--- src/rtl/core/abu_pkg.sv ---
package abu_pkg;

	// counter and deadline width
	localparam int CNT_W = 24;
	// bit period is one eighth of the eight-bit measurement
	localparam int PER_W = CNT_W - 3;

	localparam int IN_FIELDS_W  = 10;
	localparam int IN_W         = ((IN_FIELDS_W + 7) / 8) * 8;
	localparam int OUT_FIELDS_W = 12 + CNT_W;
	localparam int OUT_W        = ((OUT_FIELDS_W + 7) / 8) * 8;

	typedef logic [CNT_W-1:0] cnt_t;
	typedef logic [PER_W-1:0] per_t;

	localparam cnt_t CNT_MAX = '1;

	typedef enum logic [2:0] {
		TRN_WAIT_LOW,
		TRN_WAIT_RISE,
		TRN_CNT_LOW,
		TRN_CNT_RISE,
		TRN_LOCKED
	} train_phase_t;

	typedef enum logic [1:0] {
		RX_WAIT_HIGH,
		RX_WAIT_START,
		RX_DATA
	} rx_phase_t;

	// trainer status as seen at the start of a tick
	typedef struct packed {
		logic locked;
		per_t bit_period;
	} baud_t;

	// result word, tx_line in bit 0
	typedef struct packed {
		cnt_t       eight_bit_cycles;
		logic       locked;
		logic [7:0] rx_byte;
		logic       rx_valid;
		logic       tx_busy;
		logic       tx_line;
	} result_t;

	function automatic cnt_t sat_add(input cnt_t a, input cnt_t b);
		logic [CNT_W:0] s;
		s = {1'b0, a} + {1'b0, b};
		return s[CNT_W] ? CNT_MAX : s[CNT_W-1:0];
	endfunction

endpackage

--- src/rtl/core/autobaud_uart_top.sv ---
// Each result is registered before the master side sees it; a stalled master side holds it back.
// Throughput: one input transaction per cycle; the two-entry output buffer keeps
// s_axis_tready high while one finished result waits, so only a stall of two
// results holds the input side.
// Reset: arst_n low clears trainer, receiver, transmitter and the output buffer at once.
module autobaud_uart_top (
	input  logic                      clk,
	input  logic                      arst_n,
	input  logic                      s_axis_tvalid,
	output logic                      s_axis_tready,
	// rx_line[0], tx_start[1], tx_byte[9:2], zero pad above
	input  logic [abu_pkg::IN_W-1:0]  s_axis_tdata,
	output logic                      m_axis_tvalid,
	input  logic                      m_axis_tready,
	// tx_line[0], tx_busy[1], rx_valid[2], rx_byte[10:3], locked[11],
	// eight_bit_cycles[35:12], zero pad above
	output logic [abu_pkg::OUT_W-1:0] m_axis_tdata
);

	// Each input transaction is one sampling tick of the serial line. Trainer, receiver
	// and transmitter state advance only on an accepted transaction, so a stall simply freezes time.
	logic            step;
	logic            rx_line;
	logic            tx_start;
	logic [7:0]      tx_byte;

	abu_pkg::baud_t  baud;
	logic            locked_nx;
	abu_pkg::cnt_t   measured_nx;
	logic            rx_valid;
	logic [7:0]      rx_byte;
	logic            tx_line;
	logic            tx_busy;
	abu_pkg::result_t result;

	assign step     = s_axis_tvalid && s_axis_tready;
	assign rx_line  = s_axis_tdata[0];
	assign tx_start = s_axis_tdata[1];
	assign tx_byte  = s_axis_tdata[9:2];

	// Trainer: measures first-rise to second-rise of a '?' character, which
	// spans eight bit times; the bit period is that count over eight.
	abu_train u_train (
		.clk         (clk),
		.arst_n      (arst_n),
		.step        (step),
		.line        (rx_line),
		.baud        (baud),
		.locked_nx   (locked_nx),
		.measured_nx (measured_nx)
	);

	// Receiver: runs only once locked (status from the start of the tick),
	// samples mid-bit at 1.5, 2.5 .. 8.5 periods after the start edge.
	abu_rx u_rx (
		.clk    (clk),
		.arst_n (arst_n),
		.step   (step),
		.line   (rx_line),
		.baud   (baud),
		.valid  (rx_valid),
		.data   (rx_byte)
	);

	// Transmitter: start, 8 data bits and stop on cumulative period deadlines.
	abu_tx u_tx (
		.clk    (clk),
		.arst_n (arst_n),
		.step   (step),
		.start  (tx_start),
		.data   (tx_byte),
		.baud   (baud),
		.line   (tx_line),
		.busy   (tx_busy)
	);

	assign result.tx_line          = tx_line;
	assign result.tx_busy          = tx_busy;
	assign result.rx_valid         = rx_valid;
	assign result.rx_byte          = rx_byte;
	assign result.locked           = locked_nx;
	assign result.eight_bit_cycles = measured_nx;

	// Result register plus skid entry between the tick logic and the master side.
	abu_skid u_skid (
		.clk       (clk),
		.arst_n    (arst_n),
		.in_valid  (s_axis_tvalid),
		.in_ready  (s_axis_tready),
		.in_data   (abu_pkg::OUT_W'(result)),
		.out_valid (m_axis_tvalid),
		.out_ready (m_axis_tready),
		.out_data  (m_axis_tdata)
	);

endmodule

--- src/rtl/core/abu_train.sv ---
module abu_train (
	input  logic           clk,
	input  logic           arst_n,
	input  logic           step,
	input  logic           line,
	output abu_pkg::baud_t baud,
	output logic           locked_nx,
	output abu_pkg::cnt_t  measured_nx
);

	abu_pkg::train_phase_t phase_q, phase_d;
	abu_pkg::cnt_t         count_q, count_d;
	abu_pkg::cnt_t         measured_q;
	abu_pkg::per_t         period_q;

	always_comb begin
		phase_d     = phase_q;
		count_d     = count_q;
		measured_nx = measured_q;
		unique case (phase_q)
			abu_pkg::TRN_WAIT_LOW: begin
				if (!line) phase_d = abu_pkg::TRN_WAIT_RISE;
			end
			abu_pkg::TRN_WAIT_RISE: begin
				if (line) begin
					count_d = '0;
					phase_d = abu_pkg::TRN_CNT_LOW;
				end
			end
			abu_pkg::TRN_CNT_LOW: begin
				count_d = abu_pkg::sat_add(count_q, abu_pkg::cnt_t'(1));
				if (!line) phase_d = abu_pkg::TRN_CNT_RISE;
			end
			abu_pkg::TRN_CNT_RISE: begin
				count_d = abu_pkg::sat_add(count_q, abu_pkg::cnt_t'(1));
				if (line) begin
					measured_nx = count_d;
					phase_d     = abu_pkg::TRN_LOCKED;
				end
			end
			default: begin
			end
		endcase
		locked_nx = (phase_d == abu_pkg::TRN_LOCKED);
	end

	always_ff @(posedge clk or negedge arst_n) begin
		if (!arst_n) begin
			phase_q    <= abu_pkg::TRN_WAIT_LOW;
			count_q    <= '0;
			measured_q <= '0;
			period_q   <= '0;
		end else if (step) begin
			phase_q    <= phase_d;
			count_q    <= count_d;
			measured_q <= measured_nx;
			period_q   <= measured_nx[abu_pkg::CNT_W-1:3];
		end
	end

	assign baud.locked     = (phase_q == abu_pkg::TRN_LOCKED);
	assign baud.bit_period = period_q;

endmodule

--- src/rtl/core/abu_rx.sv ---
module abu_rx (
	input  logic           clk,
	input  logic           arst_n,
	input  logic           step,
	input  logic           line,
	input  abu_pkg::baud_t baud,
	output logic           valid,
	output logic [7:0]     data
);

	abu_pkg::rx_phase_t phase_q, phase_d;
	abu_pkg::cnt_t      count_q, count_d;
	abu_pkg::cnt_t      deadline_q, deadline_d;
	logic [7:0]         shift_q, shift_d;
	logic [3:0]         bits_q, bits_d;
	abu_pkg::cnt_t      per;

	assign per = abu_pkg::cnt_t'(baud.bit_period);

	always_comb begin
		phase_d    = phase_q;
		count_d    = count_q;
		deadline_d = deadline_q;
		shift_d    = shift_q;
		bits_d     = bits_q;
		valid      = 1'b0;
		data       = '0;
		if (baud.locked) begin
			unique case (phase_q)
				abu_pkg::RX_WAIT_HIGH: begin
					if (line) phase_d = abu_pkg::RX_WAIT_START;
				end
				abu_pkg::RX_WAIT_START: begin
					if (!line) begin
						// first sample one and a half periods after the edge
						count_d    = '0;
						deadline_d = abu_pkg::sat_add(per >> 1, per);
						shift_d    = '0;
						bits_d     = '0;
						phase_d    = abu_pkg::RX_DATA;
					end
				end
				abu_pkg::RX_DATA: begin
					count_d = abu_pkg::sat_add(count_q, abu_pkg::cnt_t'(1));
					if (count_d >= deadline_q) begin
						if (line) shift_d[bits_q[2:0]] = 1'b1;
						bits_d     = bits_q + 4'd1;
						deadline_d = abu_pkg::sat_add(deadline_q, per);
						if (bits_d >= 4'd8) begin
							valid   = 1'b1;
							data    = shift_d;
							bits_d  = '0;
							phase_d = abu_pkg::RX_WAIT_HIGH;
						end
					end
				end
				default: begin
				end
			endcase
		end
	end

	always_ff @(posedge clk or negedge arst_n) begin
		if (!arst_n) begin
			phase_q    <= abu_pkg::RX_WAIT_HIGH;
			count_q    <= '0;
			deadline_q <= '0;
			shift_q    <= '0;
			bits_q     <= '0;
		end else if (step) begin
			phase_q    <= phase_d;
			count_q    <= count_d;
			deadline_q <= deadline_d;
			shift_q    <= shift_d;
			bits_q     <= bits_d;
		end
	end

endmodule

--- src/rtl/core/abu_tx.sv ---
module abu_tx (
	input  logic           clk,
	input  logic           arst_n,
	input  logic           step,
	input  logic           start,
	input  logic [7:0]     data,
	input  abu_pkg::baud_t baud,
	output logic           line,
	output logic           busy
);

	logic [9:0]    shift_q, shift_d;
	abu_pkg::cnt_t count_q, count_d;
	abu_pkg::cnt_t deadline_q, deadline_d;
	abu_pkg::cnt_t per;

	assign per = abu_pkg::cnt_t'(baud.bit_period);

	always_comb begin
		shift_d    = shift_q;
		count_d    = count_q;
		deadline_d = deadline_q;
		if (shift_q != '0) begin
			count_d = abu_pkg::sat_add(count_q, abu_pkg::cnt_t'(1));
			if (count_d >= deadline_q) begin
				shift_d    = shift_q >> 1;
				deadline_d = abu_pkg::sat_add(deadline_q, per);
			end
		end else if (start && baud.locked) begin
			// stop, data LSB first, start
			shift_d    = {1'b1, data, 1'b0};
			count_d    = '0;
			deadline_d = per;
		end
		busy = (shift_d != '0);
		line = busy ? shift_d[0] : 1'b1;
	end

	always_ff @(posedge clk or negedge arst_n) begin
		if (!arst_n) begin
			shift_q    <= '0;
			count_q    <= '0;
			deadline_q <= '0;
		end else if (step) begin
			shift_q    <= shift_d;
			count_q    <= count_d;
			deadline_q <= deadline_d;
		end
	end

endmodule

--- src/rtl/core/abu_skid.sv ---
module abu_skid (
	input  logic                      clk,
	input  logic                      arst_n,
	input  logic                      in_valid,
	output logic                      in_ready,
	input  logic [abu_pkg::OUT_W-1:0] in_data,
	output logic                      out_valid,
	input  logic                      out_ready,
	output logic [abu_pkg::OUT_W-1:0] out_data
);

	logic                      out_valid_q;
	logic [abu_pkg::OUT_W-1:0] out_data_q;
	logic                      skid_valid_q;
	logic [abu_pkg::OUT_W-1:0] skid_data_q;
	logic                      push;
	logic                      free;

	assign in_ready  = !skid_valid_q;
	assign push      = in_valid && in_ready;
	assign free      = !out_valid_q || out_ready;
	assign out_valid = out_valid_q;
	assign out_data  = out_data_q;

	always_ff @(posedge clk or negedge arst_n) begin
		if (!arst_n) begin
			out_valid_q  <= 1'b0;
			skid_valid_q <= 1'b0;
		end else if (free) begin
			if (skid_valid_q) begin
				out_valid_q  <= 1'b1;
				skid_valid_q <= push;
			end else begin
				out_valid_q  <= push;
			end
		end else if (push) begin
			skid_valid_q <= 1'b1;
		end
	end

	always_ff @(posedge clk) begin
		if (free) begin
			if (skid_valid_q) begin
				out_data_q <= skid_data_q;
				if (push) skid_data_q <= in_data;
			end else if (push) begin
				out_data_q <= in_data;
			end
		end else if (push) begin
			skid_data_q <= in_data;
		end
	end

endmodule

--- config.mk ---
export PLATFORM = sky130hd
export DESIGN_NAME = autobaud_uart_top
export DESIGN_NICKNAME = d
export VERILOG_FILES = /design/src/rtl/core/abu_pkg.sv /design/src/rtl/core/autobaud_uart_top.sv /design/src/rtl/core/abu_train.sv /design/src/rtl/core/abu_rx.sv /design/src/rtl/core/abu_tx.sv /design/src/rtl/core/abu_skid.sv
export SDC_FILE = /design/constraint.sdc
export NUM_CORES = 1
export LEC_CHECK = 0
export BUFFER_PORTS_ARGS = -buffer_cell sky130_fd_sc_hd__clkbuf_2
export CAP_MARGIN = 20
export CORE_AREA = 5 5 167 169
export CTS_BUF_LIST = sky130_fd_sc_hd__clkbuf_16
export DETAILED_ROUTE_END_ITERATION = 6
export DIE_AREA = 0 0 172 174
export PLACE_DENSITY = 0.8
export REMOVE_ABC_BUFFERS = 1
export SETUP_SLACK_MARGIN = 0.4
export SLEW_MARGIN = 20
export SYNTH_ARGS = -nofsm -noshare
export SYNTH_HDL_FRONTEND = slang
export SYNTH_SLANG_ARGS = --single-unit
--- constraint.sdc ---
create_clock -name clk -period 5.4 [get_ports clk]
set_input_delay 0.27 -clock clk [delete_from_list [all_inputs] [get_ports clk]]
set_output_delay 0.27 -clock clk [all_outputs]
set_load 0.03 [all_outputs]
==> out/qor.yml, run 1 <==
hold_violations: 0
ys_seq_area_share_pct: 40.2
via_count: 13300
critPathKind: "reg -> reg"
peakVddDrop_uv: 278
synth_cells: 1760
grt_max_degree: 76
synth_edf_count: 72
antenna_found_initial: 0
p_leak_nw: 8.06
io_buffers: 51
p_seq_share_pct: 39.5
total_power_mw: 6.10
cts_sinks: 245
die_area_mm2: 0.0299
rows: 60
timing.fmax_mhz: 215
clk_latency_ns: 0.55
antennaDiodeCount: 0
final_area_mm2: 0.0177
rsz0062_at_grt: "no"
end_kind: "flop"
crit_slowest_cell: "nor4_2"
firstDrtPassIters: 6
syn_area_mm2: 0.0161
postPlaceCellArea_mm2: 0.0167
drive_gt1_share_pct: 11.4
first_global_vias: 13100
postCtsSetupBuffers: 0
finalSetupTns_ns: 0
power.internal_mw: 3.98
wl_um: 37500
wl_per_cell_um: 17.4
ios: 62
p_sw_mw: 2.12
fin_skew_ns: 0.0122
setup_viol: 0
drv_slew: 0
period_share_pct: 86.2
initial_utilization_pct: 61.1
avgSynthCellArea_um2: 9.17
cts_tree: "done"
endpoint: "u_skid.out_data[1]"
cp_max_fo: 6
routabilityCongestion: 0.906
comb_power_share_pct: 28.7
fin_ws_ns: 0.745
drc: 0
grt_remaining_overflow: 0
core_mm2: 0.0264
slowest_delay_ns: 0.57
cp.buffers_inverters: 1
cts-root-buf: "clkbuf_16"
r2r_end: "u_skid.out_data[1]"
hold_path_class: "in -> reg"
maxCapViolations: 0
cp_data_arrival_time_ns: 4.95
grt_first_pass_wirelength_um: 63400
clockBufferDepth: 3
status: "completed"
area_growth_pct: 9.69
htree_levels: 1
final_core_util_pct: 67.0
final_nets: 1934
maxSlewHeadroom_pct: 29.7
cp-startpoint: "u_tx.count_q[2]"
synth.distinct_cells: 86
cp-start-kind: "flop"
crit_family: "simple AND/OR/NAND/NOR gates"
clk_pin_slew_ns: 0.07
synth_flop_cell: "dfrtp_1"
ant_nets: 0
hpwlAfterDp_um: 26200
cellPowerDensity_mw_per_mm2: 344
worst_slew_pin_slew_ns: 1.05
cts_made_buffers: 27
synth-seq-cells: 245
yosys_warnings: 0
initialDrtViolationCount: 1042
power.share.switching_pct: 34.8
async_flop_share_pct: 70.6
reg2regPathDepth: 14
track_usage_pct: 25.1
vias_per_cell: 6.17
timing.rr.start: "u_tx.count_q[2]"
dp_slack_ns: 0.659
crit_path_cell_trace: "and3_1 -> nand4_1 -> nor4_2 -> and3_1 -> and3_1 -> xnor2_1 -> nand2_1 -> ha_1 -> nand4_1 -> o31ai_2 -> buf_4 -> mux2i_1 -> nand4_1 -> o32a_1"
required_ns: 5.70
finalCriticalPeriod_ns: 4.65
clkPwrFrac_pct: 31.8
die_h_um: 174
cp.depth: 14
reg2reg_slack_ns: 0.75
die_w_um: 172
-- timing repair --
item,CTS,global route
gates resized for setup,0,3
setup endpoints to repair,0,4
hold endpoints to repair,76,0
hold buffers,4,0
-- worst min path at each step --
| stage | startpoint | end | slack (ns) | cells after the start |
|---|---|---|---|---|
| 2_1_floorplan | arst_n | u_rx.bits_q[0] | -0.03 | 0 |
| 3_3_place_gp | arst_n | u_tx.count_q[23] | 0.35 | 1 |
| 3_5_place_dp | arst_n | u_tx.count_q[23] | 0.36 | 1 |
| 4_1_cts | s_axis_tdata[5] | u_tx.shift_q[4] | 0.001 | 3 |
| 5_1_grt | s_axis_tdata[8] | u_tx.shift_q[7] | 0.02 | 3 |
| 6_report | s_axis_tdata[5] | u_tx.shift_q[4] | 0.02 | 3 |
-- synthesized netlist by cell type, types with 4 or more instances --
master	n	share of area (%)
a31oi_1	19	0.74
nand2_1	245	5.7
edfxtp_1	72	13
mux2i_1	8	0.50
nor2_1	121	2.8
a22oi_1	7	0.33
and4_1	10	0.54
o31ai_1	14	0.65
and3_1	20	0.77
nand3_1	46	1.4
o221ai_1	12	0.65
xor2_1	45	2.4
clkbuf_1	57	1.3
o31a_1	6	0.33
mux2_2	33	2.3
nor3_1	21	0.65
a22o_1	35	1.9
xnor2_1	54	2.9
a211oi_1	10	0.46
o21a_1	30	1.4
buf_4	6	0.28
a2111oi_0	4	0.22
nor3_2	6	0.37
o22ai_1	15	0.58
nor2b_1	17	0.66
nor4_1	10	0.39
o21ai_0	169	5.2
a21o_1	32	1.5
ha_1	119	9.2
or3_1	6	0.23
nand4_1	27	1.0
o21bai_1	12	0.56
nand2b_1	17	0.66
and2_1	12	0.46
o21ai_2	9	0.49
o31ai_2	9	0.70
buf_1	4	0.093
o211ai_1	6	0.28
or2_2	4	0.15
buf_2	11	0.34
o21ai_1	8	0.25
inv_1	79	1.8
dfrtp_1	173	27
a21oi_1	85	2.6
-- routing by layer --
| metal | routed length, um | global-route usage, % |
|---|---|---|
| met5 | 0 | 0 |
| met4 | 837 | 6.13 |
| met3 | 1830 | 2.91 |
| met2 | 18200 | 42.8 |
| met1 | 16600 | 34.4 |
-- registers in the layout (all words and copies together) (netlist names), 2 cells and up --
signal              count
u_train.count_q        24
u_rx.shift_q            8
u_rx.count_q           24
u_rx.deadline_q        24
u_rx.phase_q            2
u_tx.shift_q           10
u_train.period_q       21
u_skid.skid_data_q     36
u_tx.count_q           24
u_skid.out_data        36
u_train.measured_q      3
u_rx.bits_q             4
u_tx.deadline_q        24
u_train.phase_q         3
-- power by group through the flow --
stage | Clock, mW | Combinational [mW] | Sequential, mW
finish | 1.94 | 1.75 | 2.41
global route | 2.05 | 1.97 | 2.44
CTS | 1.96 | 1.74 | 2.41
detailed placement | 0 | 1.73 | 2.44
global placement | 0 | 1.66 | 2.42
floorplan | 0 | 1.21 | 2.44
-- metrics by stage --
step	std cells	hold WS, ns
3_5_place_dp	2099	0.357
6_report	2154	0.0179
2_1_floorplan	1682	-0.0256
3_3_place_gp	2099	0.351
5_1_grt	2154	0.0245
4_1_cts	2153	0.00133
-- worst register-to-register path: stages, from the launching register on --
cell	delay (ns)
dfrtp_1	0.41
and3_1	0.31
nand4_1	0.35
nor4_2	0.57
and3_1	0.30
and3_1	0.22
xnor2_1	0.13
nand2_1	0.09
ha_1	0.31
nand4_1	0.17
o31ai_2	0.49
buf_4	0.23
mux2i_1	0.28
nand4_1	0.19
o32a_1	0.36
-- kinds of logic after synthesis --
| kind of cell | count (synthesis) | synth area share [%] |
|---|---|---|
| muxes | 41 | 2.80 |
| DFF | 245 | 40.2 |
| and+or+nand+nor | 574 | 16.7 |
| other | 1 | 0.0232 |
| adders and majority gates | 122 | 9.59 |
| xor gates and xnor gates | 99 | 5.37 |
| AOI/OAI and AO/OA | 518 | 21.3 |
| buffers and inverters | 160 | 4.05 |
-- cells in the final DEF, fill, tap and decap left out, drive strengths merged, types with 54 or more instances in the layout --
cell and n:
a21oi 86, xnor2 54, inv 88, clkbuf 77
o21ai 186, nor2 121, edfxtp 72, ha 119
nand2 245, dfrtp 173
-- final cells by class --
cell class,instances,area [um^2]
fillers,2049,8720
clock buffers,27,676
repair buffers,81,526
flip-flops and latches,245,6490
well taps,341,427
clock inverters,23,250
inverters,79,297
multi-input cells,1358,9040
(Power assumes the default switching activity.)
==> inputs of run 2 (changes only) <==
--- a/config.mk
+++ b/config.mk
@@ -7,10 +7,10 @@
 export LEC_CHECK = 0
 export BUFFER_PORTS_ARGS = -buffer_cell sky130_fd_sc_hd__clkbuf_2
 export CAP_MARGIN = 20
-export CORE_AREA = 5 5 167 169
+export CORE_AREA = 2 2 164 166
 export CTS_BUF_LIST = sky130_fd_sc_hd__clkbuf_16
 export DETAILED_ROUTE_END_ITERATION = 6
-export DIE_AREA = 0 0 172 174
+export DIE_AREA = 0 0 166 168
 export PLACE_DENSITY = 0.8
 export REMOVE_ABC_BUFFERS = 1
 export SETUP_SLACK_MARGIN = 0.4
==> constraint.sdc (replaced) <==
create_clock -name clk -period 5.4 [get_ports clk]
set_input_delay 0.27 -clock clk [delete_from_list [all_inputs] [get_ports clk]]
set_output_delay 0.27 -clock clk [all_outputs]
set_load 0.05 [all_outputs]
==> run 2 against run 1 <==
Against the previous run: non-clock buffer count is 2 lower; setup slack better by 0.017 ns; fmax rose by 0.36%; count of clock-buffer cells in the layout is 1 higher; critical path depth grew 4; clock power is essentially flat; cell area hardly changed; sequential share of layout area barely moved; total power up 0.56%; utilization increased by 0.17 points; die area fell by 6.8%; final cell count is 0.14% lower; largest cell class unchanged.
==> out/qor.yml, run 2 (same netlist as run 1, synthesis figures left out) <==
finalCriticalPeriod_ns: 4.64  # -0.0167 ns
routabilityCongestion: 0.905  # -0.15%
end_kind: "flop"
peakVddDrop_uv: 320  # +15%
cp-start-kind: "flop"
cellPowerDensity_mw_per_mm2: 346  # +0.59%
layout_commonest_cell: "nand2_1"
area_growth_pct: 9.65  # about the same
cp_data_arrival_time_ns: 4.96  # about the same
drv_slew: 0  # unchanged
wl_um: 37500  # +0.14%
hold_violations: 0  # unchanged
hpwlAfterDp_um: 26300  # +0.48%
antenna_found_initial: 0  # unchanged
postCtsSetupBuffers: 0  # unchanged
reg2reg_slack_ns: 0.76  # +0.02 ns
finalSetupTns_ns: 0  # unchanged
io_buffers: 51  # unchanged
initialDrtViolationCount: 1106  # +6.1%
maxCapViolations: 0  # unchanged
first_global_vias: 13000  # -1.1%
timing.fmax_mhz: 216  # +0.36%
status: "completed"
antennaDiodeCount: 0  # unchanged
final_cell_mix: "245 x nand2_1, 173 x dfrtp_1, 169 x o21ai_0, 120 x nor2_1, 119 x ha_1"
clk_latency_ns: 0.57  # +0.02 ns
die_w_um: 166  # -3.5%
setup_viol: 0  # unchanged
worst_slew_pin_slew_ns: 0.962  # -0.0906 ns
cts-root-buf: "clkbuf_16"
via_count: 13300  # +0.18%
htree_levels: 1  # unchanged
critPathKind: "reg -> reg"
ios: 62  # unchanged
rows: 60  # unchanged
required_ns: 5.72  # +0.02 ns
maxSlewHeadroom_pct: 35.9  # +6.2 points
p_leak_nw: 8.06  # about the same
track_usage_pct: 26.7  # +1.5 points
final_core_util_pct: 67.2  # +0.17 points
final_cells: 2151  # -0.14%
wl_per_cell_um: 17.4  # +0.28%
grt_first_pass_wirelength_um: 62700  # -1.1%
die_area_mm2: 0.0279  # -6.8%
cts_made_buffers: 28  # +3.7%
hold_path_class: "in -> reg"
fin_skew_ns: 0.0344  # +0.0222 ns
cts_tree: "done"
vias_per_cell: 6.19  # +0.32%
firstDrtPassIters: 7  # +1
whs_ns: 0.0145  # -0.00339 ns
total_power_mw: 6.13  # +0.56%
drive_gt1_share_pct: 10.9  # -0.48 points
fill_cells: 2058  # +0.44%
grt_remaining_overflow: 0  # unchanged
cts_sinks: 245  # unchanged
core_mm2: 0.0264  # -0.28%
drc: 0  # unchanged
clockBufferDepth: 3  # unchanged
placedCellCount: 2096  # -0.14%
period_share_pct: 85.9  # -0.31 points
cp_max_fo: 22  # +16
clk_pin_slew_ns: 0.06  # about the same
ant_nets: 0  # unchanged
final_nets: 1933  # -0.052%
initial_utilization_pct: 61.3  # +0.17 points
rsz0062_at_grt: "no"
grt_max_degree: 79  # +3.9%
die_h_um: 168  # -3.4%
## run 2: routing by layer
| metal | track usage, % | share of wire (%) | routed length, um | vias to the layer above |
|---|---|---|---|---|
| met4 | 9.04 | 3.3 | 1240 | 0 |
| met5 | 0 | 0 | 0 | - |
| li1 | - | - | - | 6450 |
| met3 | 3.20 | 4.8 | 1790 | 90 |
| met1 | 35.9 | 44 | 16700 | 6393 |
| met2 | 45.1 | 47 | 17800 | 389 |
## run 2: where the power goes
group	leakage (nW)	switching (mW)	internal (mW)
clock network	0.467	0.793	1.13
registers	2.99	0.221	2.20
logic	4.61	1.13	0.663
total	8.06	2.14	3.99
## run 2: repair_timing
action / in CTS / in global routing
hold buffers: 4 / 0
gates resized for setup: 0 / 3
endpoints found under the hold margin: 80 / 0
setup endpoints to repair: 0 / 38
## run 2: area by class of cell
class / count / area (um^2) / area share (%)
multi-input cells: 1358 / 9040 / 51.1
flip-flops and latches: 245 / 6490 / 36.7
clock buffers: 28 / 701 / 3.96
repair buffers: 79 / 523 / 2.95
well taps: 341 / 427 / 2.41
inverters: 79 / 297 / 1.68
clock inverters: 21 / 223 / 1.26
## run 2: metrics by stage
step           setup WS [ns]  instance area, um^2
4_1_cts                0.539                17700
5_1_grt                0.421                17700
3_5_place_dp           0.551                16700
6_report               0.762                17700
3_3_place_gp           0.667                16700
2_1_floorplan        -0.0172                15800
## run 2: critical path: stages (launching register included)
cell      delay, ns
dfrtp_1        0.38
ha_1           0.23
and3_1         0.26
and3_1         0.31
nand3_1        0.22
nor3_2         0.22
nand2b_1       0.18
buf_4          0.25
nand2_1        0.09
ha_1           0.24
a211oi_1       0.22
o21ai_0        0.12
a21oi_1        0.24
o21a_1         0.25
o31ai_2        0.11
buf_4          0.18
mux2i_1        0.13
or3b_1         0.44
o32a_1         0.36
## run 2: worst paths after layout
check | startpoint | endpoint | cells past startpoint
worst min register to register | u_train.measured_q[0] | u_train.measured_q[0] | 1
worst max-delay path | u_tx.count_q[0] | u_skid.out_data[1] | 18
min in group asynchronous | arst_n | u_train.period_q[0] | 2
max in group asynchronous | arst_n | u_rx.bits_q[1] | 3
worst min-delay path | s_axis_tdata[8] | u_tx.shift_q[7] | 3
worst max register to register | u_tx.count_q[0] | u_skid.out_data[1] | 18
==> inputs of run 3 (changes only) <==
--- a/config.mk
+++ b/config.mk
@@ -7,11 +7,13 @@
 export LEC_CHECK = 0
 export BUFFER_PORTS_ARGS = -buffer_cell sky130_fd_sc_hd__clkbuf_2
 export CAP_MARGIN = 20
-export CORE_AREA = 2 2 164 166
+export CELL_PAD_IN_SITES_DETAIL_PLACEMENT = 1
+export CELL_PAD_IN_SITES_GLOBAL_PLACEMENT = 1
+export CORE_AREA = 2 2 185 187
 export CTS_BUF_LIST = sky130_fd_sc_hd__clkbuf_16
 export DETAILED_ROUTE_END_ITERATION = 6
-export DIE_AREA = 0 0 166 168
-export PLACE_DENSITY = 0.8
+export DIE_AREA = 0 0 187 189
+export PLACE_DENSITY_LB_ADDON = 0.1
 export REMOVE_ABC_BUFFERS = 1
 export SETUP_SLACK_MARGIN = 0.4
 export SLEW_MARGIN = 20
==> run 3 against run 2 <==
Against the previous run: flip-flop and latch count stayed put; die area up 27%; sequential share of layout area decreased by 0.60 points; largest power group unchanged; total power rose by 4.3%; clock skew down 0.019 ns.
==> out/qor.yml, run 3 (same netlist as run 1, synthesis figures left out) <==
status: "completed"
cts_made_buffers: 30  # +7.1%
setup_viol: 0  # unchanged
grt_max_degree: 91  # +15%
p_leak_nw: 8.15  # +1.1%
reg2reg_slack_ns: 0.68  # -0.08 ns
dp_slack_ns: 0.525  # -0.0264 ns
power.internal_mw: 4.14  # +3.8%
required_ns: 5.84  # +0.12 ns
endpoint: "u_rx.deadline_q[15]"
die_h_um: 189  # +13%
rows: 67  # +12%
comb_power_share_pct: 29.1  # about the same
p_seq_share_pct: 37.8  # -1.6 points
cp_max_fo: 39  # +77%
rsz0062_at_grt: "no"
drc: 0  # unchanged
initialDrtViolationCount: 552  # -50%
clkPwrFrac_pct: 33.2  # +1.8 points
critPathKind: "reg -> reg"
whs_ns: 0.0503  # +0.0358 ns
clockBufferDepth: 3  # unchanged
cts_tree: "done"
grt_remaining_overflow: 0  # unchanged
antennaDiodeCount: 0  # unchanged
clk_pin_slew_ns: 0.06  # about the same
hold_violations: 0  # unchanged
cp-start-kind: "flop"
track_usage_pct: 25.8  # -0.86 points
whs_path_depth: 3  # unchanged
hpwlAfterDp_um: 32100  # +22%
finalCriticalPeriod_ns: 4.72  # +0.0848 ns
wl_per_cell_um: 19.7  # +13%
peakVddDrop_uv: 298  # -6.8%
area_growth_pct: 11.5
io_buffers: 51  # unchanged
grt_first_pass_wirelength_um: 74800  # +19%
power.share.switching_pct: 35.2  # +0.32 points
end_kind: "flop"
wl_um: 44800  # +19%
p_sw_mw: 2.25  # +5.2%
reg2regPathDepth: 18  # unchanged
cts_sinks: 245  # unchanged
r2r_end: "u_rx.deadline_q[15]"
timing.rr.start: "u_rx.count_q[0]"
fill_cells: 3878  # +88%
timing.fmax_mhz: 212  # -1.8%
htree_levels: 1  # unchanged
die_area_mm2: 0.0353  # +27%
antenna_found_initial: 1  # +1
firstDrtPassIters: 4  # -3
placedCellCount: 2214  # +5.6%
cp-startpoint: "u_rx.count_q[0]"
layout_commonest_cell: "nand2_1"
final_cells: 2275  # +5.8%
period_share_pct: 87.5  # +1.6 points
final_core_util_pct: 54.1  # -13 points
maxSlewHeadroom_pct: 32.0  # -3.9 points
clk_latency_ns: 0.57  # about the same
final_nets: 1945  # +0.62%
ios: 62  # unchanged
cellPowerDensity_mw_per_mm2: 355  # +2.6%
maxCapViolations: 0  # unchanged
cts-root-buf: "clkbuf_16"
via_count: 13400  # +0.38%
drv_slew: 0  # unchanged
fin_skew_ns: 0.0150  # -0.0195 ns
finalSetupTns_ns: 0  # unchanged
hold_path_class: "in -> reg"
routabilityCongestion: 0.799  # -12%
drive_gt1_share_pct: 11.9  # +0.99 points
cp_data_arrival_time_ns: 5.16  # +0.20 ns
initial_utilization_pct: 48.5  # -13 points
final_cell_mix: "245 x nand2_1, 173 x dfrtp_1, 169 x o21ai_0, 120 x nor2_1, 119 x ha_1"
fin_ws_ns: 0.677  # -0.0848 ns
vias_per_cell: 5.88  # -5.1%
core_mm2: 0.0333  # +26%
die_w_um: 187  # +13%
ant_nets: 0  # unchanged
worst_slew_pin_slew_ns: 1.02  # +0.0587 ns
first_global_vias: 14400  # +11%
run 3: how the worst min path moves through the flow:
stage | startpoint | slack (ns) | endpoint
after floorplan | arst_n | -0.03 | u_rx.bits_q[0]
after global placement | arst_n | 0.44 | u_tx.count_q[3]
after detailed placement | arst_n | 0.44 | u_tx.count_q[2]
after CTS | s_axis_tdata[5] | 0.02 | u_tx.shift_q[4]
after global routing | s_axis_tdata[8] | 0.05 | u_tx.shift_q[7]
final | s_axis_tdata[5] | 0.05 | u_tx.shift_q[4]
run 3: repair_timing:
action                                  4_1_cts  5_1_grt
gates resized for setup                       0        2
hold buffers                                  4        0
endpoints found under the setup margin        0       51
buffers inserted                              0        1
hold endpoints to repair                     91        0
run 3: cell type report:
type / count / area, um^2 / area share, %
clock inverters: 25 / 254 / 1.41
clock buffers: 31 / 776 / 4.31
repair buffers: 89 / 582 / 3.23
well taps: 448 / 561 / 3.11
multi-input cells: 1358 / 9040 / 50.2
flip-flops and latches: 245 / 6490 / 36.1
inverters: 79 / 297 / 1.65
run 3: per-layer routing:
metal  global-route usage [%]  up-vias  wire (um)
met2                     45.7      158      21900
met1                     33.8     6688      20500
li1                         -     6463          -
met4                     6.44        2        927
met3                     2.87       62       1390
met5                        0        -         13
run 3: worst max-delay path, cell delays in order, from the launching register on:
cell and delay (ns):
dfrtp_1 0.39, ha_1 0.21, nand2_1 0.09, nor2_1 0.18, and4_1 0.25, nand3_1 0.16, or3_2 0.67, nand2_1 0.17
ha_1 0.26, a21oi_1 0.17, nor2_1 0.05, a2111oi_0 0.55, o221ai_1 0.28, a221oi_2 0.29, buf_4 0.19, a21oi_2 0.15
buf_12 0.24, o22ai_1 0.21, a31oi_1 0.08
run 3: stage by stage:
stage	area (um^2)	power [mW]
final	18000	6.39
after global routing	18000	6.77
after CTS	18000	6.46
after detailed placement	16900	4.30
after global placement	16900	4.20
after floorplan	15800	3.70
run 3: power by group through the flow:
stage | logic (mW) | registers (mW) | clock network (mW)
CTS | 1.87 | 2.41 | 2.17
global placement | 1.77 | 2.43 | 0
global route | 2.09 | 2.45 | 2.23
finish | 1.86 | 2.42 | 2.12
detailed placement | 1.85 | 2.44 | 0
floorplan | 1.21 | 2.49 | 0
